### src/dlc_pkg.sv
// dlc_pkg: shared types, fixed-point constants and the rounded product
// for the decibel/linear converter. No dependencies.
package dlc_pkg;

  // fraction bits of the internal fixed-point format
  localparam int FRAC_BITS = 30;

  typedef logic signed [31:0] fx_t;   // Q2.30 operand
  typedef logic signed [35:0] fxw_t;  // product before narrowing

  // series constants, rounded to FRAC_BITS fraction bits
  localparam fx_t C_ONE     = fx_t'(32'sd1073741824);
  localparam fx_t C_HALF    = fx_t'(32'sd536870912);
  localparam fx_t C_QUARTER = fx_t'(32'sd268435456);
  localparam fx_t C_THIRD   = fx_t'(32'sd357913583);
  localparam fx_t C_LOG2E   = fx_t'(32'sd1549082004);
  localparam fx_t C_EXP1    = fx_t'(32'sd744260924);
  localparam fx_t C_EXP2    = fx_t'(32'sd257941777);
  localparam fx_t C_EXP3    = fx_t'(32'sd59596966);
  // 20 * log10(2) and its inverse, log2(10)/20
  localparam logic [32:0] C_DB    = 33'd6464570026;
  localparam logic [27:0] C_L2DB  = 28'd178344651;

  localparam logic [31:0] DB_FLOOR = 32'hFF700000;
  localparam logic [31:0] FP_INF   = 32'h7F800000;
  localparam logic [7:0]  EXP_BIAS = 8'd127;
  localparam logic        MODE_LIN2DB = 1'b0;
  localparam logic        MODE_DB2LIN = 1'b1;

  // classified input transaction
  typedef struct packed {
    logic        mode;
    logic        special;
    logic [31:0] operand;
  } dlc_item_t;

  // fixed-point product, rounded half away from zero
  function automatic fxw_t fmul(input fx_t a, input fx_t b);
    logic [31:0] ua;
    logic [31:0] ub;
    logic [63:0] p;
    logic [34:0] r;
    ua = a[31] ? 32'(-a) : 32'(a);
    ub = b[31] ? 32'(-b) : 32'(b);
    p  = 64'(ua) * 64'(ub);
    r  = 35'((p + (64'd1 << (FRAC_BITS - 1))) >> FRAC_BITS);
    fmul = (a[31] ^ b[31]) ? -$signed({1'b0, r}) : $signed({1'b0, r});
  endfunction

endpackage

### src/dlc_fifo.sv
// dlc_fifo: two-entry queue between the front and the back end
// depends on dlc_pkg
module dlc_fifo (
  input  logic               clk_i,
  input  logic               rst_ni,
  input  logic               push_valid_i,
  input  dlc_pkg::dlc_item_t push_item_i,
  output logic               push_ready_o,
  output logic               pop_valid_o,
  output dlc_pkg::dlc_item_t pop_item_o,
  input  logic               pop_ready_i
);
  import dlc_pkg::*;

  dlc_item_t  mem_q [2];
  logic       wr_q, rd_q;
  logic [1:0] cnt_q;
  logic       push, pop;

  assign push_ready_o = (cnt_q != 2'd2);
  assign pop_valid_o  = (cnt_q != 2'd0);
  assign pop_item_o   = mem_q[rd_q];
  assign push         = push_valid_i && push_ready_o;
  assign pop          = pop_valid_o && pop_ready_i;

  // pointers and fill count
  always_ff @(posedge clk_i or negedge rst_ni) begin
    if (!rst_ni) begin
      wr_q  <= 1'b0;
      rd_q  <= 1'b0;
      cnt_q <= 2'd0;
    end else begin
      if (push) wr_q <= !wr_q;
      if (pop)  rd_q <= !rd_q;
      cnt_q <= cnt_q + 2'(push) - 2'(pop);
    end
  end

  always_ff @(posedge clk_i) begin
    if (push) begin
      mem_q[wr_q] <= push_item_i;
    end
  end

  assert property (@(posedge clk_i) disable iff (!rst_ni) cnt_q != 2'd3)
    else $error("queue count out of range");
  assert property (@(posedge clk_i) disable iff (!rst_ni)
      (cnt_q == 2'd0) |-> (wr_q == rd_q))
    else $error("empty queue with unequal pointers");
  assert property (@(posedge clk_i) disable iff (!rst_ni)
      (push && !pop) |=> (cnt_q == $past(cnt_q) + 2'd1))
    else $error("queue count not updated on push");
endmodule

### config.mk
export PLATFORM = sky130hd
export DESIGN_NAME = dlc_fifo
export DESIGN_NICKNAME = d
export VERILOG_FILES = /design/src/dlc_pkg.sv /design/src/dlc_fifo.sv
export SDC_FILE = /design/constraint.sdc
export NUM_CORES = 1
export LEC_CHECK = 0
export BUFFER_PORTS_ARGS = -buffer_cell sky130_fd_sc_hd__buf_4
export CAP_MARGIN = 20
export CELL_PAD_IN_SITES_DETAIL_PLACEMENT = 0
export CELL_PAD_IN_SITES_GLOBAL_PLACEMENT = 1
export CORE_MARGIN = 1.5
export CORE_UTILIZATION = 30
export DETAILED_ROUTE_END_ITERATION = 12
export MAX_ROUTING_LAYER = met4
export PLACE_DENSITY = 0.55
export SLEW_MARGIN = 15
export SYNTH_ARGS = -nofsm -noshare
export SYNTH_HDL_FRONTEND = slang
export SYNTH_SLANG_ARGS = --single-unit
### constraint.sdc
create_clock -name clk_i -period 5.9 [get_ports clk_i]
set_input_delay 0.885 -clock clk_i [delete_from_list [all_inputs] [get_ports clk_i]]
set_output_delay 0.885 -clock clk_i [all_outputs]
set_load 0.01 [all_outputs]
==> run metrics <==
DP Cell Count=306; Distinct cells, synth=17; crit path DAT=1.83 ns; Rows=34; Slew Limit Fails=0; synth top area cells=edfxtp_1, mux2_2, dfrtp_1; worst setup path end=pop_item_o[12]; Setup TNS=0 ns; drt pass-1 iters=4; pre-CTS setup slack=3.51 ns; PostCTS Resize Cnt=0; Worst EP required=5.02 ns; global-route wire length before repair=7900 um; Final period util=46.1%; post-synth top area cell=edfxtp_1; Startpoint Class=flop; CP Cell Sequence=buf_4 -> mux2_2 -> buf_4; htree depth=3; CTS tree=built; die width=97.5 um; final hold slack=0.323 ns; P per Cell Area=490 mW/mm^2; R2R setup slack=3.98 ns; clock slew at reported path FFs=0.08 ns; Core Area=0.00868 mm^2; Final Total Pwr=0.00176 W; critical path endpoint category=primary output; initial antenna violation count=0; max cap viols=0; routed via count=1411; syn nets=167; DRC=0; Worst Path Max Fanout=28; worst path bufs/invs=2; final hold vios=0; min Tclk post-route=2.72 ns; r2r worst-path depth=3; fillers=824; fin nets=248; chip height=97.5 um; Synth Warn #=0; wire per inst=15.7 um; M2 GR Usage=19.1%; Slowest cell on crit path=dfrtp_1; Layout Cells excl Fill=322; Crit path largest cell delay=0.52 ns; global route overflow=0; flops & latches, synth=72; Top delay family on crit path=buffers and inverters; final wirelength=5040 um; clk_skew=0.0120 ns; Final GP Congestion=0.706; Cells after Synth=128; Worst slew margin=32.9%; LEAKAGE=1.34 nW; reg2reg end=mem_q[0][22]; via density per instance=4.38; Antenna Cells=0; GR peak layer=met2; most frequent cells in the layout=buf_4, edfxtp_1, mux2_2; Setup Crit Path Kind=flop to primary output; post-CTS setup buffer count=0; Syn-to-layout area delta=34.4%; IO Port Bufs=73; synthesized cell area=0.00268 mm^2; largest net degree at the start of global routing=35; worst skew pair latency=0.34 ns; Worst Hold Class=primary input to asynchronous set/reset pin; Post-CTS Hold Buffers=0; outcome=completed; leading cell type in the layout, fill and taps excluded=buf_4; share of cells above drive strength 1=60.3%; CTS max path bufs=2; Num CTS Buffers=9; IO Pins=74; Max IR drop VDD=0.255 mV; worst-margin pin slew=1.00 ns; starting density of the core=30.9%; FMAX=368 MHz; Starting DRT DRC Count=40; Synth top area share=76.2%; CTS root buf=clkbuf_8; full die area=0.00951 mm^2; Critical Path Source=rd_q; gr usage total=11.4%; post-route ant nets=0; crit-path most repeated cell=buf_4; RSZ-0062 raised after global routing=no; worst r2r src=cnt_q[0]; grt met1 use=12.3%; Critical Path Stages=3; Seq/Total Area, Yosys=80.0%; met3 Resource Use GR=4.53%; final setup fails=0; CTS sink cnt=72; Setup WS post-layout=3.18 ns; vias in the first global route=1584; Post-Syn Area per Cell=20.9 um^2
[per-stage QoR]
step,area [um^2],utilization [%]
after floorplan,2680,-
after global routing,3600,41.5
after CTS,3600,41.5
after detailed placement,3360,38.7
after global placement,3360,38.7
final,3600,41.5
[cell families (layout without fill, tap and decap cells)]
group                      count (synthesis)  count (layout)  synth area share [%]
and+or+nand+nor                           11              11                  2.43
adders and majority gates                  1               1                 0.467
buffers and inverters                      4              90                 0.747
AOI/OAI and AO/OA                          3               3                  1.12
DFF                                       72              72                  80.0
xor gates and xnor gates                   3               3                 0.981
muxes                                     34              34                  14.3
[registers in the layout (all words and copies together) (netlist names)]
name	cells
mem_q	68
wr_q	1
rd_q	1
cnt_q	2
[report_power, final]
| group | switching (W) | internal [W] | leakage [nW] |
|---|---|---|---|
| logic | 0.000260 | 0.000290 | 0.544 |
| clock network | 0.000184 | 0.000281 | 0.117 |
| registers | 0.0000452 | 0.000702 | 0.679 |
| total | 0.000489 | 0.00127 | 1.34 |
[final cells by class]
class	instances	area [um^2]	area share (%)
Clock buffer	9	124	3.44
Sequential cell	72	2140	59.5
Multi-Input combinational cell	52	524	14.6
Timing Repair Buffer	74	556	15.4
Tap cell	108	135	3.75
Clock inverter	7	119	3.30
[synthesized netlist by cell type]
cell type,count
nand2b_1,1
mux2_2,34
nand2_1,2
o21ai_0,1
nor2_1,3
nand3_1,1
o21ba_2,1
or2_2,1
and2b_2,1
and3_2,1
a311oi_2,1
xnor2_1,3
edfxtp_1,68
ha_1,1
buf_2,4
dfrtp_1,4
and4bb_1,1
[layer usage]
| metal | part of all wire, % | vias up |
|---|---|---|
| met1 | 40 | 692 |
| li1 | - | 660 |
| met3 | 6.4 | 4 |
| met5 | 0 | - |
| met4 | 0.75 | 0 |
| met2 | 53 | 55 |
[worst min-delay path by stage]
stage / cells after the start / start / slack (ns) / to
floorplan: 1 / wr_q / 0.46 / wr_q
global placement: 1 / wr_q / 0.53 / wr_q
detailed placement: 1 / wr_q / 0.55 / wr_q
CTS: 1 / rst_ni / 0.31 / wr_q
global route: 1 / rst_ni / 0.31 / wr_q
finish: 1 / rst_ni / 0.32 / wr_q
[worst register-to-register path: cells and delay by family (launching register included)]
kind | cells | cell delay (ns)
simple gates | 3 | 1.07
flops | 1 | 0.44
Note: power is estimated with default switching activity, not from simulation.
