===== src/dlc_pkg.sv =====
// dlc_pkg: shared types, fixed-point constants and the rounded product
// for the decibel/linear converter. No dependencies.
package dlc_pkg;

  // fraction bits of the internal fixed-point format
  localparam int FRAC_BITS = 30;

  typedef logic signed [31:0] fx_t;   // Q2.30 operand
  typedef logic signed [35:0] fxw_t;  // product before narrowing

  // series constants, rounded to FRAC_BITS fraction bits
  localparam fx_t C_ONE     = fx_t'(32'sd1073741824);
  localparam fx_t C_HALF    = fx_t'(32'sd536870912);
  localparam fx_t C_QUARTER = fx_t'(32'sd268435456);
  localparam fx_t C_THIRD   = fx_t'(32'sd357913583);
  localparam fx_t C_LOG2E   = fx_t'(32'sd1549082004);
  localparam fx_t C_EXP1    = fx_t'(32'sd744260924);
  localparam fx_t C_EXP2    = fx_t'(32'sd257941777);
  localparam fx_t C_EXP3    = fx_t'(32'sd59596966);
  // 20 * log10(2) and its inverse, log2(10)/20
  localparam logic [32:0] C_DB    = 33'd6464570026;
  localparam logic [27:0] C_L2DB  = 28'd178344651;

  localparam logic [31:0] DB_FLOOR = 32'hFF700000;
  localparam logic [31:0] FP_INF   = 32'h7F800000;
  localparam logic [7:0]  EXP_BIAS = 8'd127;
  localparam logic        MODE_LIN2DB = 1'b0;
  localparam logic        MODE_DB2LIN = 1'b1;

  // classified input transaction
  typedef struct packed {
    logic        mode;
    logic        special;
    logic [31:0] operand;
  } dlc_item_t;

  // fixed-point product, rounded half away from zero
  function automatic fxw_t fmul(input fx_t a, input fx_t b);
    logic [31:0] ua;
    logic [31:0] ub;
    logic [63:0] p;
    logic [34:0] r;
    ua = a[31] ? 32'(-a) : 32'(a);
    ub = b[31] ? 32'(-b) : 32'(b);
    p  = 64'(ua) * 64'(ub);
    r  = 35'((p + (64'd1 << (FRAC_BITS - 1))) >> FRAC_BITS);
    fmul = (a[31] ^ b[31]) ? -$signed({1'b0, r}) : $signed({1'b0, r});
  endfunction

endpackage


===== src/dlc_if.sv =====
// dlc_in_if / dlc_out_if: valid/ready channels of the converter
// depends on nothing
interface dlc_in_if;
  logic        valid;
  logic        ready;
  logic        mode;
  logic [31:0] operand;
  modport source(output valid, output mode, output operand, input ready);
  modport sink(input valid, input mode, input operand, output ready);
endinterface



===== src/dlc_front.sv =====
// dlc_front: input register that accepts transactions and classifies them
// depends on dlc_pkg, dlc_in_if
module dlc_front (
  input  logic               clk_i,
  input  logic               rst_ni,
  dlc_in_if.sink             in_i,
  output logic               item_valid_o,
  output dlc_pkg::dlc_item_t item_o,
  input  logic               item_ready_i
);
  import dlc_pkg::*;

  logic      valid_q;
  dlc_item_t item_q, item_d;
  logic      is_nan;
  logic      take;

  // zero, denormal and negative non-nan inputs map to the dB floor
  always_comb begin
    is_nan = (in_i.operand[30:23] == 8'hFF) && (in_i.operand[22:0] != 23'd0);
    item_d.mode    = in_i.mode;
    item_d.operand = in_i.operand;
    item_d.special = (in_i.mode == MODE_LIN2DB) &&
                     ((in_i.operand[30:23] == 8'd0) || (in_i.operand[31] && !is_nan));
  end

  assign in_i.ready   = !valid_q || item_ready_i;
  assign take         = in_i.valid && in_i.ready;
  assign item_valid_o = valid_q;
  assign item_o       = item_q;

  always_ff @(posedge clk_i or negedge rst_ni) begin
    if (!rst_ni) begin
      valid_q <= 1'b0;
    end else if (in_i.ready) begin
      valid_q <= in_i.valid;
    end
  end

  always_ff @(posedge clk_i) begin
    if (take) begin
      item_q <= item_d;
    end
  end
endmodule


===== src/flat_wrapper.sv =====
// flat-port wrapper written by rule: the top's interface ports become plain ports
module dlc_front_flat import dlc_pkg::*;
  (clk_i, rst_ni, item_valid_o, item_o, item_ready_i, in_i_valid, in_i_mode, in_i_operand, in_i_ready);
  dlc_in_if in_i_i ();
  input  logic clk_i;
  input  logic rst_ni;
  output logic item_valid_o;
  output dlc_pkg::dlc_item_t item_o;
  input  logic item_ready_i;
  input wire logic [$bits(in_i_i.valid)-1:0] in_i_valid;
  input wire logic [$bits(in_i_i.mode)-1:0] in_i_mode;
  input wire logic [$bits(in_i_i.operand)-1:0] in_i_operand;
  output wire logic [$bits(in_i_i.ready)-1:0] in_i_ready;
  assign in_i_i.valid = in_i_valid;
  assign in_i_i.mode = in_i_mode;
  assign in_i_i.operand = in_i_operand;
  assign in_i_ready = in_i_i.ready;
  dlc_front u_core (.clk_i(clk_i), .rst_ni(rst_ni), .in_i(in_i_i), .item_valid_o(item_valid_o), .item_o(item_o), .item_ready_i(item_ready_i));
endmodule

===== config.mk =====
export PLATFORM = sky130hd
export DESIGN_NAME = dlc_front_flat
export DESIGN_NICKNAME = d
export VERILOG_FILES = /design/src/dlc_pkg.sv /design/src/dlc_if.sv /design/src/dlc_front.sv /design/src/flat_wrapper.sv
export SDC_FILE = /design/constraint.sdc
export NUM_CORES = 1
export LEC_CHECK = 0
export BUFFER_PORTS_ARGS = -buffer_cell sky130_fd_sc_hd__buf_2
export CORE_MARGIN = 2
export CORE_UTILIZATION = 24
export DETAILED_ROUTE_END_ITERATION = 16
export GPL_TIMING_DRIVEN = 0
export PLACE_DENSITY = 0.49
export RECOVER_POWER = 25
export SLEW_MARGIN = 20
export SYNTH_ARGS = -nofsm -noshare
export SYNTH_HDL_FRONTEND = slang
export SYNTH_SLANG_ARGS = --single-unit

===== constraint.sdc =====
create_clock -name clk_i -period 5.1 [get_ports clk_i]
set_clock_uncertainty 0.05 [all_clocks]
set_input_delay 0.51 -clock clk_i [delete_from_list [all_inputs] [get_ports clk_i]]
set_output_delay 0.51 -clock clk_i [all_outputs]
set_load 0.05 [all_outputs]

==> flow_summary.json <==
{
  "place_ws_ns": 3.25,
  "hold_path.class": "in2reg",
  "path_clk_slew_ns": 0.07,
  "p_leak_nw": 0.644,
  "ant_nets": 0,
  "start_util_pct": 25.0,
  "hold_end": "u_core.item_o[31]$_DFFE_PP_",
  "first_pass_iters": 3,
  "antenna_found_initial": 0,
  "diodes": 0,
  "fin_util_pct": 36.4,
  "clock-sinks": 35,
  "fmax_ghz": 0.628,
  "cts_made_buffers": 5,
  "tns_ns": 0,
  "cp_cell_sequence": "nand2b_1 -> and2_2",
  "startpoint_type": "register",
  "ys_ff_latch": 35,
  "cts_buffer_depth": 2,
  "tightest_slew_ns": 0.790,
  "whs_ns": 0.373,
  "worstHoldStart": "in_i_operand[31]",
  "drive_above_1_share_pct": 46.3,
  "port_buffers": 72,
  "netlist.top_cell.by_area": "edfxtp_1",
  "ff2ff_path_depth": 2,
  "fin_crit_sh_pct": 31.2,
  "synth-warning-count": 0,
  "postCtsSetupBuffers": 0,
  "r2r_end": "u_core.item_o[8]$_DFFE_PP_",
  "grt_pass1_vias": 783,
  "maxCapViolCount": 0,
  "syn-cell-area_sq_um": 1180,
  "synth_top_cell_area_share_pct": 86.3,
  "grt_first_pass_wirelength_mm": 3.59,
  "cp_slowest_cell": "and2_2",
  "cpPeakStageDelay_ns": 0.68,
  "slew_violations": 0,
  "core_sq_um": 4720,
  "outcome": "finished clean",
  "r2r-start": "u_core.item_valid_o$_DFFE_PN0N_",
  "drc_errors": 0,
  "placedCellCount": 194,
  "synthToLayoutAreaGrowth_pct": 45.5,
  "critical_path_arrival_ns": 1.45,
  "syn-num-nets": 92,
  "seq_area_frac_synth_pct": 88.5,
  "vias_per_cell": 4.09,
  "wl_mm": 2.58,
  "reg2reg_slack_ns": 3.51,
  "nets": 172,
  "ir_drop_mv": 0.0977,
  "wl_per_cell_um": 12.7,
  "rows": 25,
  "period_needed_ns": 1.59,
  "crit_required_ns": 4.96,
  "synth_cell_types": 13,
  "syn_inst": 55,
  "power_density_nw_per_um2": 391,
  "crit_fanout": 34,
  "min_path_cells": 1,
  "tritoncts": "yes",
  "h-tree-depth": 2,
  "fin_ws_ns": 3.51,
  "die_x_um": 74.2,
  "chipHeight_um": 74.2,
  "ioPinCount": 73,
  "avgSynthCellArea_sq_um": 21.5,
  "drt_iter0_markers": 53,
  "final_hold_viol_count": 0,
  "rsz0062_at_grt": "no",
  "yosys-top-cells-area": "edfxtp_1 (86%), nor4_2 (3.2%), dfrtp_1 (2.1%)",
  "critical_path_class": "reg2reg",
  "instances_no_fill": 203,
  "setup_viol": 0,
  "clkLatencyLatePin_ns": 0.28,
  "num_vias": 831,
  "grt_remaining_overflow": 0,
  "grt_max_degree": 35,
  "gp_congestion": 0.744,
  "slew_headroom_pct": 47.3,
  "die_area_sq_um": 5500,
  "end_kind": "register",
  "cts_root_buffer": "clkbuf_8",
  "grt_util_all_layers_pct": 9.28,
  "dp.final_hpwl_mm": 1.95
}
## worst max path at each step
stage	startpoint	endpoint	slack, ns	depth (start not counted)
2_1_floorplan	u_core.item_valid_o$_DFFE_PN0N_	u_core.item_o[0]$_DFFE_PP_	2.68	2
3_3_place_gp	item_ready_i	u_core.item_o[5]$_DFFE_PP_	2.83	3
3_5_place_dp	item_ready_i	u_core.item_o[26]$_DFFE_PP_	3.25	3
4_1_cts	u_core.item_valid_o$_DFFE_PN0N_	u_core.item_o[18]$_DFFE_PP_	3.49	2
5_1_grt	u_core.item_valid_o$_DFFE_PN0N_	u_core.item_o[32]$_DFFE_PP_	3.41	2
6_report	u_core.item_valid_o$_DFFE_PN0N_	u_core.item_o[8]$_DFFE_PP_	3.51	2
## area by class of cell
| class | count | area [sq um] |
|---|---|---|
| fillers | 464 | 3000 |
| flip-flops and latches | 35 | 1050 |
| repair buffers | 73 | 345 |
| multi-input cells | 20 | 138 |
| well taps | 67 | 83.8 |
| clock buffers | 5 | 68.8 |
| clock inverters | 3 | 38.8 |
## cells in the mapped netlist
cell type / number
nor4_2: 3
nand2b_1: 2
and2_1: 1
nand3_1: 2
nor3_1: 2
o211ai_1: 1
nor4_1: 3
edfxtp_1: 34
o21ai_0: 1
nor2b_1: 1
dfrtp_1: 1
nand4_1: 3
nor2_1: 1
## power breakdown
part           internal, W  switching (W)  total (W)
logic            0.0000210      0.0000776  0.0000986
registers         0.000335     0.00000338   0.000338
clock network     0.000143      0.0000938   0.000237
total             0.000499       0.000175   0.000673
## what timing repair did
| action | CTS | global route |
|---|---|---|
| resized for setup | 0 | 0 |
| setup endpoints to repair | 0 | 0 |
| hold buffers | 1 | 0 |
| hold endpoints to repair | 1 | 0 |
## worst max-delay path, delay by kind of cell, from the launching register on
family | cells | cell delay [ns]
AND/OR/NAND/NOR | 2 | 0.78
flip-flops | 1 | 0.37
## state kept, by name, summed over array words and instances, names as in the netlist
signal	flops
u_core.item_o	34
u_core.item_valid_o	1
## cells in the final DEF, fill, tap and decap left out
| cell | Yosys | layout |
|---|---|---|
| buf_2 | 0 | 52 |
| edfxtp_1 | 34 | 34 |
| clkbuf_1 | 0 | 20 |
| clkbuf_8 | 0 | 5 |
| nor4_2 | 3 | 3 |
| nand4_1 | 3 | 3 |
| nor4_1 | 3 | 3 |
| nor3_1 | 2 | 2 |
| nand3_1 | 2 | 2 |
| nand2b_1 | 2 | 2 |
| nor2b_1 | 1 | 1 |
| o21ai_0 | 1 | 1 |
| nor2_1 | 1 | 1 |
| o211ai_1 | 1 | 1 |
| and2_2 | 0 | 1 |
| bufinv_16 | 0 | 1 |
| clkinv_1 | 0 | 1 |
| clkinv_2 | 0 | 1 |
| dlygate4sd3_1 | 0 | 1 |
| dfrtp_1 | 1 | 1 |
## metal layers
layer	up-vias	track usage (%)	share of wire (%)	routed length, um
li1	388	-	-	-
met1	398	9.36	38	992
met2	43	15.9	50	1300
met3	2	4.07	10	269
met4	0	5.45	0.74	19
met5	-	0	0	0
## kinds of logic (layout without fill, tap and decap cells)
| family | count (synthesis) | count (layout) | synth area share, % |
|---|---|---|---|
| AOI/OAI and AO/OA | 2 | 2 | 1.06 |
| buffers and inverters | 0 | 81 | 0 |
| DFF | 35 | 35 | 88.5 |
| and+or+nand+nor | 18 | 18 | 10.5 |
## through the flow
stage | power, W | cell area [sq um]
3_5_place_dp | 0.000446 | 1630
5_1_grt | 0.000700 | 1720
3_3_place_gp | 0.000444 | 1630
6_report | 0.000673 | 1720
4_1_cts | 0.000686 | 1750
2_1_floorplan | 0.000410 | 1180
(Power assumes the default switching activity.)
